`config.mk`:
```
export PLATFORM = sky130hd
export DESIGN_NAME = clipped_framebuffer_blit_flat
export DESIGN_NICKNAME = d
export VERILOG_FILES = /design/src/rtl/core/cfb_pkg.sv /design/src/rtl/core/cfb_item_if.sv /design/src/rtl/core/cfb_result_if.sv /design/src/rtl/core/clipped_framebuffer_blit.sv /design/src/flat_wrapper.sv
export SDC_FILE = /design/constraint.sdc
export NUM_CORES = 1
export LEC_CHECK = 0
export BUFFER_PORTS_ARGS = -buffer_cell sky130_fd_sc_hd__buf_2
export CORE_MARGIN = 1.5
export CORE_UTILIZATION = 35
export CTS_BUF_LIST = sky130_fd_sc_hd__clkbuf_4 sky130_fd_sc_hd__clkbuf_8
export DETAILED_ROUTE_END_ITERATION = 16
export GPL_TIMING_DRIVEN = 0
export SLEW_MARGIN = 40
export SYNTH_ARGS = -nofsm -noshare
export SYNTH_HDL_FRONTEND = slang
export SYNTH_SLANG_ARGS = --single-unit
```
`constraint.sdc`:
```
create_clock -name clk -period 5.6 [get_ports clk]
set_input_delay 0.28 -clock clk [delete_from_list [all_inputs] [get_ports clk]]
set_output_delay 0.28 -clock clk [all_outputs]
set_load 0.02 [all_outputs]
```
`src/rtl/core/cfb_pkg.sv`:
```
// shared types and constants for the clipped framebuffer blit
package cfb_pkg;

  localparam int MAX_DIM     = 4096;
  localparam int OFFSET_BITS = 24;

  localparam int DIM_W       = 13;
  localparam int COORD_W     = 16;
  localparam int PIXEL_W     = 32;
  localparam int FB_OFFSET_W = 24;
  localparam int FB_BYTE_W   = 8;
  localparam int CFG_INDEX_W = 1;

  localparam int QUEUE_DEPTH = 4;

  localparam logic [DIM_W-1:0] DISP_WIDTH_RESET  = 13'd640;
  localparam logic [DIM_W-1:0] DISP_HEIGHT_RESET = 13'd480;

  localparam logic KIND_BEGIN = 1'b0;
  localparam logic KIND_PIXEL = 1'b1;

  localparam logic OUT_WRITE = 1'b0;
  localparam logic OUT_SYNC  = 1'b1;

  localparam logic [CFG_INDEX_W-1:0] REG_DISP_WIDTH  = 1'b0;
  localparam logic [CFG_INDEX_W-1:0] REG_DISP_HEIGHT = 1'b1;

  localparam logic [FB_BYTE_W-1:0] SYNC_BYTE = 8'd1;

  typedef struct packed {
    logic               kind;
    logic [COORD_W-1:0] rect_x;
    logic [COORD_W-1:0] rect_y;
    logic [DIM_W-1:0]   rect_w;
    logic [DIM_W-1:0]   rect_h;
    logic               wide_mode;
    logic               want_sync;
    logic [PIXEL_W-1:0] pixel_value;
  } item_t;

  typedef struct packed {
    logic                   out_kind;
    logic [FB_OFFSET_W-1:0] fb_offset;
    logic [FB_BYTE_W-1:0]   fb_byte;
    logic                   last;
  } result_t;

  function automatic logic [FB_BYTE_W-1:0] pack332(input logic [PIXEL_W-1:0] p);
    pack332 = {p[23:21], p[15:13], p[7:6]};
  endfunction

endpackage

```
`src/rtl/core/cfb_item_if.sv`:
```
// input word channel of the blit
interface cfb_item_if;
  logic           valid;
  logic           ready;
  cfb_pkg::item_t data;

  modport source (output valid, output data, input ready);
  modport sink (input valid, input data, output ready);
endinterface

```
`src/rtl/core/cfb_result_if.sv`:
```
// result word channel of the blit
interface cfb_result_if;
  logic             valid;
  logic             ready;
  cfb_pkg::result_t data;

  modport source (output valid, output data, input ready);
  modport sink (input valid, input data, output ready);
endinterface

```
`src/rtl/core/clipped_framebuffer_blit.sv`:
```
// clipped framebuffer blit: begin/pixel words in, byte writes and sync words out
//
//   channel  dir  word                                   accepted when
//   item     in   begin or pixel                         item.valid && item.ready
//   result   out  byte write or sync                     result.valid && result.ready
//   cfg      in   display width / height write           cfg_we
//
// one word per cycle: a word is decoded, clipped and addressed in the cycle it is taken,
// its results land in a four-entry output queue and are offered from the next cycle
// begin words do one 13x16 multiply; a pixel inside the clip that closes a synced rectangle adds two
// item.ready is high while at most two results wait, so a stalled result side
// stops input once three or more results are queued
// synchronous reset clears command state, counters and the queue; registers go to 640x480
module clipped_framebuffer_blit #(
  parameter int MAX_DIM     = cfb_pkg::MAX_DIM,
  parameter int OFFSET_BITS = cfb_pkg::OFFSET_BITS
) (
  input  logic                                clk,
  input  logic                                rst,
  cfb_item_if.sink                            item,
  cfb_result_if.source                        result,
  input  logic                                cfg_we,
  input  logic [cfb_pkg::CFG_INDEX_W-1:0]     cfg_index,
  input  logic [cfb_pkg::DIM_W-1:0]           cfg_data
);

  localparam int DimW   = cfb_pkg::DIM_W;
  localparam int CoordW = cfb_pkg::COORD_W;
  localparam int ProdW  = DimW + CoordW;
  localparam int Depth  = cfb_pkg::QUEUE_DEPTH;
  localparam int PtrW   = $clog2(Depth);
  localparam int CntW   = $clog2(Depth + 1);
  localparam logic [DimW-1:0] MaxDim =
    (MAX_DIM >= (1 << DimW)) ? {DimW{1'b1}} : DimW'(MAX_DIM);

  function automatic logic [DimW-1:0] clamp_dim(input logic [DimW-1:0] v);
    clamp_dim = (v > MaxDim) ? MaxDim : v;
  endfunction

  // configuration
  logic [DimW-1:0] disp_width;
  logic [DimW-1:0] disp_height;

  always_ff @(posedge clk) begin
    if (rst) begin
      disp_width  <= cfb_pkg::DISP_WIDTH_RESET;
      disp_height <= cfb_pkg::DISP_HEIGHT_RESET;
    end else if (cfg_we) begin
      case (cfg_index)
        cfb_pkg::REG_DISP_WIDTH:  disp_width  <= clamp_dim(cfg_data);
        cfb_pkg::REG_DISP_HEIGHT: disp_height <= clamp_dim(cfg_data);
        default: ;
      endcase
    end
  end

  // command state
  logic [CoordW-1:0]      origin_x;
  logic [DimW-1:0]        src_width;
  logic [DimW-1:0]        src_height;
  logic [DimW-1:0]        clip_width;
  logic [DimW-1:0]        clip_height;
  logic [DimW-1:0]        col_count;
  logic [DimW-1:0]        row_count;
  logic [OFFSET_BITS-1:0] row_base;
  logic                   active;
  logic                   wide;
  logic                   sync;

  // output queue
  cfb_pkg::result_t q [Depth];
  logic [PtrW-1:0] head;
  logic [PtrW-1:0] tail;
  logic [CntW-1:0] count;

  logic take;
  logic pop;
  assign item.ready   = (count <= CntW'(Depth - 2));
  assign take         = item.valid && item.ready;
  assign result.valid = (count != '0);
  assign result.data  = q[head];
  assign pop          = result.valid && result.ready;

  // begin decode
  logic [DimW-1:0]   w;
  logic [DimW-1:0]   h;
  logic              rejected;
  logic [DimW-1:0]   room_w;
  logic [DimW-1:0]   room_h;
  logic [ProdW-1:0]  prod;
  logic              empty_src;

  assign w         = clamp_dim(item.data.rect_w);
  assign h         = clamp_dim(item.data.rect_h);
  assign rejected  = (item.data.rect_x > CoordW'(disp_width)) ||
                     (item.data.rect_y > CoordW'(disp_height));
  assign room_w    = disp_width - DimW'(item.data.rect_x);
  assign room_h    = disp_height - DimW'(item.data.rect_y);
  assign prod      = ProdW'(disp_width) * ProdW'(item.data.rect_y);
  assign empty_src = (w == '0) || (h == '0);

  // pixel decode
  logic                   end_row;
  logic                   end_all;
  logic                   do_sync;
  logic                   in_clip;
  logic [OFFSET_BITS-1:0] off;
  logic [cfb_pkg::FB_BYTE_W-1:0] pix_byte;

  assign end_row  = ({1'b0, col_count} + (DimW+1)'(1)) >= {1'b0, src_width};
  assign end_all  = end_row &&
                    (({1'b0, row_count} + (DimW+1)'(1)) >= {1'b0, src_height});
  assign do_sync  = end_all && sync;
  assign in_clip  = (col_count < clip_width) && (row_count < clip_height);
  assign off      = row_base + OFFSET_BITS'(origin_x) + OFFSET_BITS'(col_count);
  assign pix_byte = wide ? cfb_pkg::pack332(item.data.pixel_value)
                         : item.data.pixel_value[cfb_pkg::FB_BYTE_W-1:0];

  cfb_pkg::result_t sync_word;
  cfb_pkg::result_t write_word;
  assign sync_word  = '{out_kind: cfb_pkg::OUT_SYNC, fb_offset: '0,
                        fb_byte: cfb_pkg::SYNC_BYTE, last: 1'b1};
  assign write_word = '{out_kind: cfb_pkg::OUT_WRITE,
                        fb_offset: cfb_pkg::FB_OFFSET_W'(off),
                        fb_byte: pix_byte, last: !do_sync};

  logic             first_v;
  logic             second_v;
  cfb_pkg::result_t first;

  always_comb begin
    first_v  = 1'b0;
    second_v = 1'b0;
    first    = sync_word;
    if (take) begin
      if (item.data.kind == cfb_pkg::KIND_BEGIN) begin
        first_v = empty_src && item.data.want_sync && !rejected;
      end else if (active) begin
        if (in_clip) begin
          first_v  = 1'b1;
          first    = write_word;
          second_v = do_sync;
        end else begin
          first_v = do_sync;
        end
      end
    end
  end

  logic [CntW-1:0] push_n;
  assign push_n = CntW'(first_v) + CntW'(second_v);

  always_ff @(posedge clk) begin
    if (first_v) begin
      q[tail] <= first;
    end
    if (second_v) begin
      q[tail + PtrW'(1)] <= sync_word;
    end
  end

  always_ff @(posedge clk) begin
    if (rst) begin
      head  <= '0;
      tail  <= '0;
      count <= '0;
    end else begin
      head  <= head + PtrW'(pop);
      tail  <= tail + PtrW'(push_n);
      count <= count + push_n - CntW'(pop);
    end
  end

  always_ff @(posedge clk) begin
    if (rst) begin
      origin_x    <= '0;
      src_width   <= '0;
      src_height  <= '0;
      clip_width  <= '0;
      clip_height <= '0;
      col_count   <= '0;
      row_count   <= '0;
      row_base    <= '0;
      active      <= 1'b0;
      wide        <= 1'b0;
      sync        <= 1'b0;
    end else if (take) begin
      if (item.data.kind == cfb_pkg::KIND_BEGIN) begin
        origin_x    <= item.data.rect_x;
        src_width   <= w;
        src_height  <= h;
        col_count   <= '0;
        row_count   <= '0;
        row_base    <= OFFSET_BITS'(prod);
        clip_width  <= rejected ? '0 : ((w < room_w) ? w : room_w);
        clip_height <= rejected ? '0 : ((h < room_h) ? h : room_h);
        active      <= !empty_src;
        wide        <= !empty_src && item.data.wide_mode;
        sync        <= !empty_src && item.data.want_sync && !rejected;
      end else if (active) begin
        if (end_all) begin
          active    <= 1'b0;
          wide      <= 1'b0;
          sync      <= 1'b0;
          col_count <= '0;
          row_count <= '0;
        end else if (end_row) begin
          col_count <= '0;
          row_count <= row_count + DimW'(1);
          row_base  <= row_base + OFFSET_BITS'(disp_width);
        end else begin
          col_count <= col_count + DimW'(1);
        end
      end
    end
  end

  // checks
  a_queue_bound: assert property (@(posedge clk) disable iff (rst)
    count <= CntW'(Depth))
    else $error("result queue overflow");

  a_active_dims: assert property (@(posedge clk) disable iff (rst)
    active |-> (src_width != '0) && (src_height != '0))
    else $error("active command with empty source");

  a_counters_in_range: assert property (@(posedge clk) disable iff (rst)
    active |-> (col_count < src_width) && (row_count < src_height))
    else $error("position counter beyond source size");

  a_clip_in_source: assert property (@(posedge clk) disable iff (rst)
    (clip_width <= src_width) && (clip_height <= src_height))
    else $error("clip area larger than source");

endmodule

```
`src/flat_wrapper.sv`:
```
// flat-port wrapper written by rule: the top's interface ports become plain ports
module clipped_framebuffer_blit_flat 
#(
  parameter int MAX_DIM     = cfb_pkg::MAX_DIM,
  parameter int OFFSET_BITS = cfb_pkg::OFFSET_BITS
)
  (clk, rst, cfg_we, cfg_index, cfg_data, item_valid, item_data, item_ready, result_valid, result_data, result_ready);
  cfb_item_if item_i ();
  cfb_result_if result_i ();
  input  logic clk;
  input  logic rst;
  input  logic cfg_we;
  input  logic [cfb_pkg::CFG_INDEX_W-1:0] cfg_index;
  input  logic [cfb_pkg::DIM_W-1:0] cfg_data;
  input wire logic [$bits(item_i.valid)-1:0] item_valid;
  input wire logic [$bits(item_i.data)-1:0] item_data;
  output wire logic [$bits(item_i.ready)-1:0] item_ready;
  output wire logic [$bits(result_i.valid)-1:0] result_valid;
  output wire logic [$bits(result_i.data)-1:0] result_data;
  input wire logic [$bits(result_i.ready)-1:0] result_ready;
  assign item_i.valid = item_valid;
  assign item_i.data = item_data;
  assign item_ready = item_i.ready;
  assign result_valid = result_i.valid;
  assign result_data = result_i.data;
  assign result_i.ready = result_ready;
  clipped_framebuffer_blit #(.MAX_DIM(MAX_DIM), .OFFSET_BITS(OFFSET_BITS)) u_core (.clk(clk), .rst(rst), .item(item_i), .result(result_i), .cfg_we(cfg_we), .cfg_index(cfg_index), .cfg_data(cfg_data));
endmodule
```
==> results.cfg <==
[logic_synthesis]
synth_cell_types = 70
syn_inst = 2777
async_reset_ff_share_pct = 0
synth_seq_cells = 290
synth_edf_count = 0
syn_area_um2 = 23500
ys_seq_area_share_pct = 24.71
syn-num-nets = 3270
synthFlopType = dfxtp_1
syn_avg_cell_area_um2 = 8.461
ys_warn_count = 0

[floorplanning]
coreArea_um2 = 66100
start_util_pct = 35.55
die_y_um = 262.1
die_area_um2 = 68700
die_w_um = 262.1
rows = 94
io_pins = 148

[placement]
io_buffers = 125
pre_cts_slack_ns = -0.9422
dp_hpwl_um = 58360
gp_congestion = 0.9141
dp.cells = 3768

[global_routing]
antenna_found_initial = 4
grt_pass1_vias = 19910
gr-usage-all-layers_pct = 21.76
grt_overflow = 0
grt_max_degree = 17
grt_pass1_wl_um = 115600

[cts]
clk_latency_ns = 0.67
clk_path_buf_depth = 3
htreeDepth = 2
clock_sinks = 290
cts_tree = done
path_clk_slew_ns = 0.07
cts_root_buf = clkbuf_8
cts_buffers = 51

[worst_setup_path]
startpoint_type = register
slowest_stage = fa_1
cp_cell_sequence = buf_6 -> and2_4 -> fa_1 -> inv_1 -> fa_1 -> inv_1 -> fa_1 -> fa_1 -> inv_1 -> fa_1 -> inv_1 -> ha_4 -> buf_4 -> nand3_1 -> or2_2 -> o211ai_1 -> a31oi_2 -> xor2_1 -> a2111oi_2
cp.required_ns = 6.12
cp_slowest_stage_delay_ns = 0.60
worstPathMaxFanout = 6
cp-end-kind = register
critical_path.top_delay_family = adder cells
path_class = register to register
cp_common_cell = fa_1
ff2ff_setup_slack_ns = 0.15
critPathArrivalTime_ns = 5.97
worst-path-buf-inv = 6

[timing]
final-hold-violation-count = 0
fin_ws_ns = 0.1488
finalCritPeriodShare_pct = 97.34
worst_slew_pin_slew_ns = 0.7973
slew_headroom_pct = 46.84
timing.fmax_ghz = 0.1834
fin_worst_skew_ns = 0.05971
slew_violations = 0
period_needed_ns = 5.451
grt_setup_unrepaired = true
setup_violations = 0

[job]
drv_cap = 0

[cells_and_area]
synthToLayoutAreaGrowth_pct = 16.38
nets = 3509
drive_gt1_share_pct = 13.22
final_cell_count_no_fill = 3914

[run_status]
status = finished, final reports clean

[power]
power_density_nw_per_um2 = 239.8
p_leak_nw = 12.36
max-vdd-ir-drop_v = 0.0001620

[detailed_routing]
dr_total_vias = 20440
via_per_inst = 5.223
firstDrtPassIters = 6
wl_um = 74770
drc = 0
wl_per_cell_um = 19.10
ant_nets = 0
drt_iter0_markers = 1536

[worst_hold_path]
hp-class = input pin to register
-- where the power goes --
group	total [mW]	internal, mW	switching [mW]
clock network	2.14	1.17	0.969
registers	2.20	2.13	0.0764
logic	2.22	0.870	1.35
-- metrics by stage --
step           total power [mW]  area (um2)  hold slack [ns]  utilization (%)  TNS [ns]
6_report                  6.557       27350          0.02900            41.37         0
5_1_grt                   6.949       27340          0.02185            41.37   -0.2176
4_1_cts                   6.463       26910        0.0008243            40.71  -0.02773
3_5_place_dp              4.233       25230           0.4456            38.17    -7.501
3_3_place_gp              4.216       25200           0.4407            38.13    -7.183
2_1_floorplan             3.641       23500           0.4160                -         0
-- state kept, by name (all words and copies together), names as in the netlist, 3 cells and up --
signal and flops:
u_core.col_count 13, u_core.clip_height 13, u_core.disp_height 13, u_core.clip_width 13, u_core.q 136, u_core.count 3
u_core.src_height 13, u_core.src_width 13, u_core.disp_width 13, u_core.row_base 24, u_core.row_count 13, u_core.origin_x 16
-- cells by family (layout without fill, tap and decap cells) --
kind of cell    count (synthesis)  after routing  share of synthesized area, %
fa+ha+maj                     381            381                         25.53
mux                           124            124                         7.093
flops                         290            290                         24.71
other cells                     0              2                             0
simple gates                  904            904                         17.25
buf+inv                       470            741                         7.742
compound gates                505            505                         13.84
xor+xnor                      103            103                         3.839
-- what timing repair did --
action / in CTS / in global routing
cloned: 0 / 1
buffers inserted: 9 / 20
gates resized for setup: 65 / 69
setup endpoints to repair: 14 / 14
hold buffers: 31 / 0
hold endpoints to repair: 33 / 0
pin swaps: 5 / 31
-- final timing paths --
path                                     startpoint                           endpoint  cells after the start
setup / recovery  u_core.disp_width[1]$_SDFFE_PP0P_   u_core.row_base[21]$_SDFFE_PP0P_                     19
hold / removal                          cfg_data[1]  u_core.disp_width[1]$_SDFFE_PP0P_                      4
setup reg to reg  u_core.disp_width[1]$_SDFFE_PP0P_   u_core.row_base[21]$_SDFFE_PP0P_                     19
hold reg to reg        u_core.q[1][11]$_SDFFE_PP0P_       u_core.q[1][11]$_SDFFE_PP0P_                      2
-- cells in the final DEF, fill, tap and decap left out, types with 42 or more instances in the layout --
cell and count:
nand2_1 348, inv_1 323, dfxtp_1 278, nor2_1 250, ha_1 205, a21oi_1 188, fa_1 164, buf_2 159
mux2i_1 90, nand3_1 78, clkbuf_1 77, o21ai_0 64, clkbuf_8 63, xnor2_1 59, xor2_1 42
-- worst min-delay path, cell delays in order --
cell and delay (ns):
buf_2 0.09, nor2b_1 0.16, nand2_1 0.08, a21oi_1 0.05
-- cell usage after synthesis, types with 11 or more instances --
cell | number | share of area [%]
mux4_2 | 34 | 3.3
and2_1 | 32 | 0.85
nand4_1 | 20 | 0.53
a22oi_1 | 19 | 0.61
xnor2_1 | 61 | 2.3
a21oi_1 | 190 | 4.0
o21ai_0 | 72 | 1.5
nand3b_1 | 17 | 0.54
a22o_1 | 34 | 1.3
nor3_1 | 34 | 0.72
buf_2 | 29 | 0.62
o211ai_1 | 25 | 0.80
mux2i_1 | 90 | 3.8
a32o_1 | 11 | 0.47
nor2_1 | 260 | 4.2
nand2b_1 | 14 | 0.37
clkbuf_1 | 89 | 1.4
o21a_1 | 21 | 0.67
dfxtp_1 | 290 | 25
a211oi_1 | 27 | 0.86
nand2_1 | 349 | 5.6
xor2_1 | 42 | 1.6
ha_1 | 217 | 12
nor2b_1 | 37 | 0.99
inv_1 | 330 | 5.3
fa_1 | 164 | 14
a21o_1 | 26 | 0.83
nand3_1 | 79 | 1.7
and3_1 | 22 | 0.59
nor4_1 | 12 | 0.32
-- cell type report --
type                       count  area [um2]
antenna                        2       5.005
buffer                       125       609.3
clock buffer                  74       930.9
clock inverter                11       148.9
fill                        6723       38750
inverter                     343        1316
multi-input combinational   2017       16210
sequential                   290        5851
tap                          864        1081
timing repair buffer         188        1192
-- layer usage --
| layer | vias to the layer above | global-route usage (%) | part of all wire [%] |
|---|---|---|---|
| met5 | - | 0 | 0.015 |
| met4 | 2 | 7.556 | 3.5 |
| met2 | 683 | 34.58 | 44 |
| li1 | 9819 | - | - |
| met1 | 9793 | 29.84 | 46 |
| met3 | 146 | 3.578 | 6.5 |
(Power assumes the default switching activity.)
